## src/design/dpc_pkg.sv

```systemverilog
// Types and constants of the disc pair collision unit.
package dpc_pkg;

    localparam int QUO_W      = 19;   // impulse magnitude is below 2^19
    localparam int DEN_W      = 50;   // (mass sum) * |d|^2
    localparam int NUM_W      = 66;   // 2 * mass * |d component| * |dv.d|
    localparam int DIV_STAGES = QUO_W;
    localparam int LANES      = 4;

    // Lane order of the four velocity components.
    localparam int LANE_AX = 0;
    localparam int LANE_AY = 1;
    localparam int LANE_BX = 2;
    localparam int LANE_BY = 3;

    localparam logic signed [20:0] VEL_MAX = 21'sd32767;
    localparam logic signed [20:0] VEL_MIN = -21'sd32768;

    typedef struct packed {
        logic signed [15:0] first_x;
        logic signed [15:0] first_y;
        logic signed [15:0] first_vx;
        logic signed [15:0] first_vy;
        logic [15:0]        first_mass;
        logic [14:0]        first_radius;
        logic signed [15:0] second_x;
        logic signed [15:0] second_y;
        logic signed [15:0] second_vx;
        logic signed [15:0] second_vy;
        logic [15:0]        second_mass;
        logic [14:0]        second_radius;
    } t_in;

    typedef struct packed {
        logic               hit;
        logic signed [15:0] new_first_vx;
        logic signed [15:0] new_first_vy;
        logic signed [15:0] new_second_vx;
        logic signed [15:0] new_second_vy;
        logic               saturated;
    } t_out;

    // Sideband that rides along with the division.
    typedef struct packed {
        logic                    hit;
        logic                    act;
        logic [LANES-1:0]        neg;
        logic [LANES-1:0][15:0]  vel;
    } t_side;

endpackage

```

## src/design/dpc_out.sv

```systemverilog
// Output stage: apply signed impulses, saturate, hold the result word.
module dpc_out (
    input  logic                                          i_clk,
    input  logic                                          i_rst_n,
    input  logic                                          i_valid,
    output logic                                          o_ready,
    input  logic [dpc_pkg::LANES-1:0][dpc_pkg::QUO_W-1:0] i_quo,
    input  dpc_pkg::t_side                                i_side,
    output logic                                          o_valid,
    input  logic                                          i_ready,
    output dpc_pkg::t_out                                 o_data
);

    logic                                r_v;
    dpc_pkg::t_out                       r_data;
    dpc_pkg::t_out                       n_data;
    logic [dpc_pkg::LANES-1:0][15:0]     s_vel;
    logic [dpc_pkg::LANES-1:0]           s_sat;

    assign o_ready = !r_v || i_ready;

    always_comb begin
        logic signed [19:0] q;
        logic signed [20:0] v;
        logic signed [20:0] sum;
        for (int l = 0; l < dpc_pkg::LANES; l++) begin
            q = {1'b0, i_quo[l]};
            if (i_side.neg[l]) q = -q;
            v = {{5{i_side.vel[l][15]}}, i_side.vel[l]};
            if (l == dpc_pkg::LANE_AX || l == dpc_pkg::LANE_AY) begin
                sum = v + {q[19], q};
            end else begin
                sum = v - {q[19], q};
            end
            s_sat[l] = 1'b0;
            if (!i_side.act) begin
                s_vel[l] = i_side.vel[l];
            end else if (sum > dpc_pkg::VEL_MAX) begin
                s_vel[l] = dpc_pkg::VEL_MAX[15:0];
                s_sat[l] = 1'b1;
            end else if (sum < dpc_pkg::VEL_MIN) begin
                s_vel[l] = dpc_pkg::VEL_MIN[15:0];
                s_sat[l] = 1'b1;
            end else begin
                s_vel[l] = sum[15:0];
            end
        end
        n_data.hit           = i_side.hit;
        n_data.new_first_vx  = s_vel[dpc_pkg::LANE_AX];
        n_data.new_first_vy  = s_vel[dpc_pkg::LANE_AY];
        n_data.new_second_vx = s_vel[dpc_pkg::LANE_BX];
        n_data.new_second_vy = s_vel[dpc_pkg::LANE_BY];
        n_data.saturated     = |s_sat;
    end

    always_ff @(posedge i_clk) begin
        if (!i_rst_n) begin
            r_v <= 1'b0;
        end else if (o_ready) begin
            r_v <= i_valid;
        end
    end

    always_ff @(posedge i_clk) begin
        if (o_ready && i_valid) begin
            r_data <= n_data;
        end
    end

    assign o_valid = r_v;
    assign o_data  = r_data;

endmodule

```

## config.mk

```make
export PLATFORM = sky130hd
export DESIGN_NAME = dpc_out
export DESIGN_NICKNAME = d
export VERILOG_FILES = /design/src/design/dpc_pkg.sv /design/src/design/dpc_out.sv
export SDC_FILE = /design/constraint.sdc
export NUM_CORES = 1
export LEC_CHECK = 0
export BUFFER_PORTS_ARGS = -buffer_cell sky130_fd_sc_hd__buf_2
export CORE_UTILIZATION = 50
export DETAILED_ROUTE_END_ITERATION = 16
export GPL_TIMING_DRIVEN = 0
export PLACE_DENSITY = 0.84
export RECOVER_POWER = 25
export SYNTH_ARGS = -nofsm -noshare
export SYNTH_HDL_FRONTEND = slang
export SYNTH_SLANG_ARGS = --single-unit
```

## constraint.sdc

```tcl
create_clock -name i_clk -period 4.41 [get_ports i_clk]
set_input_delay 0.2205 -clock i_clk [delete_from_list [all_inputs] [get_ports i_clk]]
set_output_delay 0.2205 -clock i_clk [all_outputs]
set_load 0.02 [all_outputs]
```

Word level (Yosys, flattened, before mapping)
Cells that the tools add are included.
- mux-type cells: 28
- reductions and logical operators: 4
- $lt $le $gt $ge: 8
- add/sub/neg operators: 8
- operators by type and width (cell ; count):
    16-bit two-way mux ; 12
    21-bit by 16-bit greater-than comparator with 1-bit output (second input constant) ; 4
    21-bit by 16-bit less-than comparator with 1-bit output (second input constant) ; 4
    20-bit two-way mux ; 4
    19-bit negation with 20-bit output ; 4
    16-bit by 20-bit adder with 21-bit output ; 2
    16-bit by 20-bit subtractor with 21-bit output ; 2
    1-bit two-way mux ; 12
    4-bit OR reduction ; 1
    1-bit logical AND ; 1
    1-bit logical NOT ; 1
    1-bit logical OR ; 1
- output and inout port bits: 68
- bits in registers: 67

Depth between registers and ports, before layout
Gate-level depths: netlist of run 1.
- depth in word-level cells: 8
- gate-level depth with buffers: 21
- gate-level depth less buffers: 19

Least setup slack after synthesis of run 1
No wires, ideal clock.
- kind: input -> register
- start: input i_quo[2] in the netlist's numbering
- end: register r_data, in the netlist o_data[54], data pin
- setup time: 270 ps
- required time: 4140 ps
- buffers on the path: 1
- stages: 18
- path slack: -127 ps
- arrival time: 4267 ps
- cells stage by stage: nor2_1 nand4b_1 or3_1 or3_1 or3_1 or3_1 nand2_1 xnor2_1 ha_1 a21o_1 or4_1 a21oi_1 and3b_1 or3_1 o31a_1 buf_6 a21oi_2 a21oi_1
- RTL lines (item ; line ; text):
    from (decl) ; dpc_out.sv:7 ; input logic [dpc_pkg::LANES-1:0][dpc_pkg::QUO_W-1:0] i_quo,
    to (signal assigned) ; dpc_out.sv:66 ; r_data <= n_data;
    to (decl) ; dpc_out.sv:15 ; dpc_pkg::t_out r_data;

==> results of run 1 <==
-- repair_timing --
action                                  in CTS  in global routing
setup buffers                               10                  4
resized for setup                           26                 30
pin swaps                                    9                  7
endpoints found under the setup margin      17                 51
cloned                                       1                  0
-- through the flow --
stage	power (mW)	hold slack, ns	setup TNS (ns)	util
global placement	2.44	0.399	-11.73	0.601
CTS	3.28	0.0575	-0.0936	0.630
detailed placement	2.47	0.407	-15.67	0.601
floorplan	2.05	0.319	-0.0473	-
global route	3.54	0.0660	-2.35	0.635
finish	3.33	0.0690	-0.143	0.635
-- how the worst min path moves through the flow --
stage / depth (start not counted) / to / from / slack [ns]
after floorplan: 0 / o_data[65] / i_side[69] / 0.32
after global placement: 1 / o_data[65] / i_side[69] / 0.40
after detailed placement: 1 / o_data[65] / i_side[69] / 0.41
after CTS: 1 / o_data[65] / i_side[69] / 0.06
after global routing: 1 / o_data[65] / i_side[69] / 0.07
final: 1 / o_data[65] / i_side[69] / 0.07
-- flip-flops by register name, summed over array words and instances, names as in the netlist --
| signal | flops |
|---|---|
| o_valid | 1 |
| o_data | 66 |
-- report_power, final --
| part | switching (mW) | internal (mW) |
|---|---|---|
| registers | 0.0173 | 0.791 |
| logic | 1.05 | 0.714 |
| clock network | 0.280 | 0.484 |
| total | 1.34 | 1.99 |
-- layout by cell type, fill, tap and decap left out, types with 15 or more instances in the layout --
cell type  instances
o21ai_0           64
a21oi_2           24
xnor2_1           77
nor2_1           102
nand2_1           86
inv_1             41
clkbuf_1          71
buf_2            170
ha_1              92
xor2_1            47
edfxtp_1          66
o31ai_1           23
nand2b_1          27
a21o_1            24
nor3_1            15
a21oi_1          125
nand3_1           22
-- area by class of cell --
cell class | instances | area (sq um) | share of cell area
Timing Repair Buffer | 230 | 1160 | 0.109
Clock inverter | 2 | 35.0 | 0.00328
Inverter | 43 | 161 | 0.0151
Multi-Input combinational cell | 934 | 6620 | 0.620
Clock buffer | 14 | 274 | 0.0256
Tap cell | 220 | 275 | 0.0258
Sequential cell | 67 | 2000 | 0.187
Buffer | 33 | 154 | 0.0144
-- cell families after synthesis --
logic type,synth area share
buffers and inverters,0.0354
flip-flops,0.229
adder cells (fa/ha/maj),0.144
XOR/XNOR,0.127
AO/OA/AOI/OAI,0.273
multiplexers,0.00344
AND/OR/NAND/NOR,0.187
-- routing by layer --
layer	up-vias	track usage	part of all wire
met5	-	0	0
met4	0	0.110	0.031
met3	66	0.0401	0.071
met2	372	0.478	0.46
met1	4226	0.357	0.43
li1	4474	-	-
==> results.json, run 1 <==
{
  "synth_warnings": 0,
  "ys_seq_area_frac": 0.229,
  "dieArea_sq_um": 18000,
  "synth_most_common_cell": "a21oi_1",
  "criticalPathCategory": "input port to flip-flop",
  "syn_inst": 1078,
  "syn_area_sq_um": 8730,
  "rrSetupSlack_ns": 2.82,
  "setup_viol": 7,
  "portBuffers": 215,
  "pin_count": 218,
  "synth_enable_flop_cells": 66,
  "grt_max_degree": 67,
  "drc": 0,
  "final_nets": 1566,
  "gp_congestion": 0.899,
  "reg2reg_depth": 2,
  "synth_area_leader_cell": "edfxtp_1",
  "grt-ovfl-total": 0,
  "vias": 9138,
  "power_density_nw_per_um2": 312,
  "avgSynthCellArea_sq_um": 8.09,
  "cts_sinks": 67,
  "critPathSlowestCell": "or4_1",
  "clockBufferDepth": 2,
  "path_common_cell": "or3_4",
  "grt_pass1_wl_microns": 40600,
  "first_global_vias": 8635,
  "min_period_over_period": 1.01,
  "die_w_microns": 134,
  "cp_cell_sequence": "buf_8, nor2_4, nand4b_1, or3_4, or3_4, or3_4, or3_4, nand2_4, xnor2_4, ha_4, a21o_1, or4_1, a21oi_1, and3b_2, or3_4, o31a_4, buf_6, a21oi_2, a21oi_1",
  "worst_clock_skew_ns": 0.00941,
  "worst-path-buf-inv": 2,
  "core_area_sq_um": 16800,
  "pre_cts_ws_ns": -0.577,
  "rsz0062_at_grt": "true",
  "placed_area_sq_um": 10100,
  "drtAntennaViolNets": 0,
  "clkLatencyLatePin_ns": 0.34,
  "dp_hpwl_microns": 20000,
  "fin_area_sq_um": 10700,
  "cap_violations": 0,
  "reg2reg_to": "o_data[8]",
  "critPathCaptureType": "flip-flop",
  "root_buffer": "clkbuf_16",
  "drt_iter0_markers": 661,
  "area_delta_synth_final_pct": 22.5,
  "critPathMaxFanout": 7,
  "relSlewSlack": 0.379,
  "period_minus_slack_ns": 4.47,
  "max_stage_delay_ns": 0.46,
  "p_leak_nw": 4.54,
  "synth-seq-cells": 67,
  "fmax_mhz": 224,
  "start_kind": "input port",
  "ys_types": 66,
  "nFillCells": 1465,
  "hp-class": "input port to flip-flop",
  "ir_drop_mv": 0.183,
  "synth_top_cell_area_share": 0.227,
  "critPathRequiredTime_ns": 4.47,
  "critical_path_arrival_ns": 4.53,
  "wl_per_cell_microns": 16.8,
  "synth.net_count": 1326,
  "worst_slack_ns": -0.0606,
  "async_flop_share": 0,
  "antenna_found_initial": 0,
  "endpoint": "o_data[57]",
  "vias_per_cell": 5.92,
  "num_rows": 47,
  "finalHoldViolCount": 0,
  "dp.cells": 1513,
  "synth-main-ff-cell": "edfxtp_1",
  "cp.depth": 19,
  "n_antenna_cell": 0,
  "grt_usage": 0.280,
  "crit_start": "i_quo[2]",
  "initial_core_util": 0.519,
  "routed_wirelength_microns": 25900,
  "finalNonFillerCells": 1543,
  "synth_commonest_cells": "130 x a21oi_1, 104 x nor2_1, 94 x ha_1",
  "cts_made_buffers": 9,
  "maxSlewViolCount": 0,
  "drive_above_1_share": 0.204,
  "h-tree-depth": 3,
  "first_pass_iters": 6,
  "synth.top_cells.by_area": "edfxtp_1 23%, ha_1 13%, xnor2_1 8.0%, a21oi_1 7.5%, xor2_1 4.7%",
  "clk_pin_slew_ns": 0.06,
  "cts_tree": "built",
  "hold_buffers": 0,
  "r2r-start": "o_valid",
  "die_h_microns": 134,
  "violations": "setup timing",
  "status": "complete, but fails checks",
  "tightest_slew_ns": 0.931,
  "path_delay_family": "simple AND/OR/NAND/NOR gates"
}
Power figures use the tool's default switching activity.
==> run 2, diff against run 1 <==
Settings changed: PLACE_DENSITY 0.84 to 0.81.
Clock period 4.41 ns to 4.48 ns, I/O delays scaled along.
==> run 2 against run 1 <==
- the run still ends with setup timing left
- worst setup slack got worse by 0.0083 ns
- combinational power fell by 2%
- routed wire length fell by 3.5%
- first-iteration DRC count fell by 0.76%
- clock-buffer cell count fell by 1
- register-to-register slack improved by 0.11 ns
- non-clock buffer count fell by 2
- die area did not move
- power fell by 5.3%
- largest power group unchanged
- highest routed layer unchanged
==> results.json, run 2 (synthesis gave the netlist of run 1 again) <==
{
  "regArea_sq_um": 2000,
  "critPathMaxFanout": 6,
  "final_common_cell": "buf_2",
  "min_period_over_period": 1.02,
  "final_nets": 1564,
  "status": "complete, but fails checks",
  "cts_made_buffers": 9,
  "worst_slack_ns": -0.0689,
  "critPathCaptureType": "flip-flop",
  "nFillCells": 1519,
  "die_h_microns": 134,
  "finalNonFillerCells": 1541,
  "dp_hpwl_microns": 19600,
  "h-tree-depth": 3,
  "dr_wl_met2_microns": 11900,
  "drt_iter0_markers": 656,
  "start_kind": "input port",
  "p_leak_nw": 4.47,
  "dieArea_sq_um": 18000,
  "worstHoldStart": "i_side[69]",
  "root_buffer": "clkbuf_16",
  "rrSetupSlack_ns": 2.93,
  "total_power_mw": 3.16,
  "final_util": 0.628,
  "initial_core_util": 0.519,
  "gp_congestion": 0.911,
  "critPathRequiredTime_ns": 4.53,
  "vias_per_cell": 5.83,
  "setup_viol": 12,
  "area_delta_synth_final_pct": 21.1,
  "placed_area_sq_um": 10100,
  "top_layer": "met4",
  "largest_reg_flops": 66,
  "portBuffers": 215,
  "core_area_sq_um": 16800,
  "num_rows": 47,
  "first_pass_iters": 5,
  "n_antenna_cell": 0,
  "cap_violations": 0,
  "dp.cells": 1513,
  "maxSlewViolCount": 0,
  "relSlewSlack": 0.403,
  "pin_count": 218,
  "reg2reg_to": "o_data[24]",
  "drive_above_1_share": 0.199,
  "drtAntennaViolNets": 0,
  "whs_path_depth": 1,
  "pre_cts_ws_ns": -0.592,
  "reg2reg_depth": 2,
  "ir_drop_mv": 0.199,
  "period_minus_slack_ns": 4.55,
  "routed_wirelength_microns": 24900,
  "clkLatencyLatePin_ns": 0.33,
  "finalHoldViolCount": 0,
  "grt_usage": 0.269,
  "fmax_mhz": 220,
  "min_to": "o_data[65]",
  "layout_common_cells": "170 x buf_2, 124 x a21oi_1, 102 x nor2_1, 93 x ha_1, 86 x nand2_1",
  "vias": 8978,
  "power_density_nw_per_um2": 299,
  "grt_max_degree": 67,
  "r2r-start": "o_valid",
  "wl_met1_microns": 11100,
  "grt_pass1_wl_microns": 39100,
  "worst_clock_skew_ns": 0.0106,
  "clockBufferDepth": 2,
  "wl_per_cell_microns": 16.2,
  "hp-class": "input port to flip-flop",
  "critical_path_arrival_ns": 4.60,
  "drc": 0,
  "grt-ovfl-total": 0,
  "violations": "setup timing",
  "rsz0062_at_grt": "true",
  "die_w_microns": 134,
  "finalSetupTns_ns": -0.503,
  "clk_pin_slew_ns": 0.06,
  "multiInputGateArea_sq_um": 6570,
  "cts_sinks": 67,
  "hold_buffers": 0,
  "criticalPathCategory": "input port to flip-flop",
  "holdWs_ns": 0.0821,
  "first_global_vias": 8256,
  "antenna_found_initial": 1,
  "fin_area_sq_um": 10600,
  "tightest_slew_ns": 0.895,
  "cts_tree": "built",
  "wl_met3_microns": 1570
}
-- run 2: worst max-delay path by stage --
| stage | from | end | slack [ns] |
|---|---|---|---|
| floorplan | i_quo[2] | o_data[54] | 0.0008 |
| global placement | i_quo[2] | o_data[55] | -0.51 |
| detailed placement | i_quo[2] | o_data[57] | -0.59 |
| CTS | i_quo[2] | o_data[57] | -0.05 |
| global route | i_quo[2] | o_data[59] | -0.12 |
| finish | i_quo[2] | o_data[57] | -0.07 |
-- run 2: layer usage --
layer | track usage | vias up
met5 | 0 | -
met4 | 0.0737 | 0
met3 | 0.0438 | 28
met2 | 0.461 | 329
met1 | 0.349 | 4141
li1 | - | 4480
-- run 2: layout make-up --
| type | instances | area share |
|---|---|---|
| multi-input combinational | 934 | 0.622 |
| tap | 220 | 0.0261 |
| inverter | 43 | 0.0153 |
| clock buffer | 13 | 0.0227 |
| sequential | 67 | 0.190 |
| timing repair buffer | 228 | 0.109 |
| clock inverter | 3 | 0.00166 |
| buffer | 33 | 0.0141 |
-- run 2: repair_timing --
item	in CTS	in global routing
gates cloned	1	0
gates resized for setup	28	23
pin swaps	13	6
hold endpoints to repair	0	0
buffers inserted	9	3
endpoints found under the setup margin	16	54
-- run 2: critical path: stages --
cell and delay (ns):
buf_8 0.10, nor2_4 0.09, nand4b_1 0.14, or3_4 0.37, or3_4 0.34, or3_4 0.34
or3_4 0.36, nand2_4 0.08, xnor2_2 0.12, ha_2 0.32, nand2_2 0.08, nor2_4 0.04
or4_4 0.52, a21oi_2 0.11, and3b_2 0.22, or3_4 0.39, o31a_1 0.37, buf_6 0.19
a21oi_2 0.11, a21oi_1 0.08
-- run 2: report_power, final --
group / internal [mW] / switching, mW / total [mW]
Combinational: 0.694 / 1.02 / 1.72
Sequential: 0.779 / 0.0184 / 0.797
Clock: 0.374 / 0.270 / 0.644
Total: 1.85 / 1.31 / 3.16
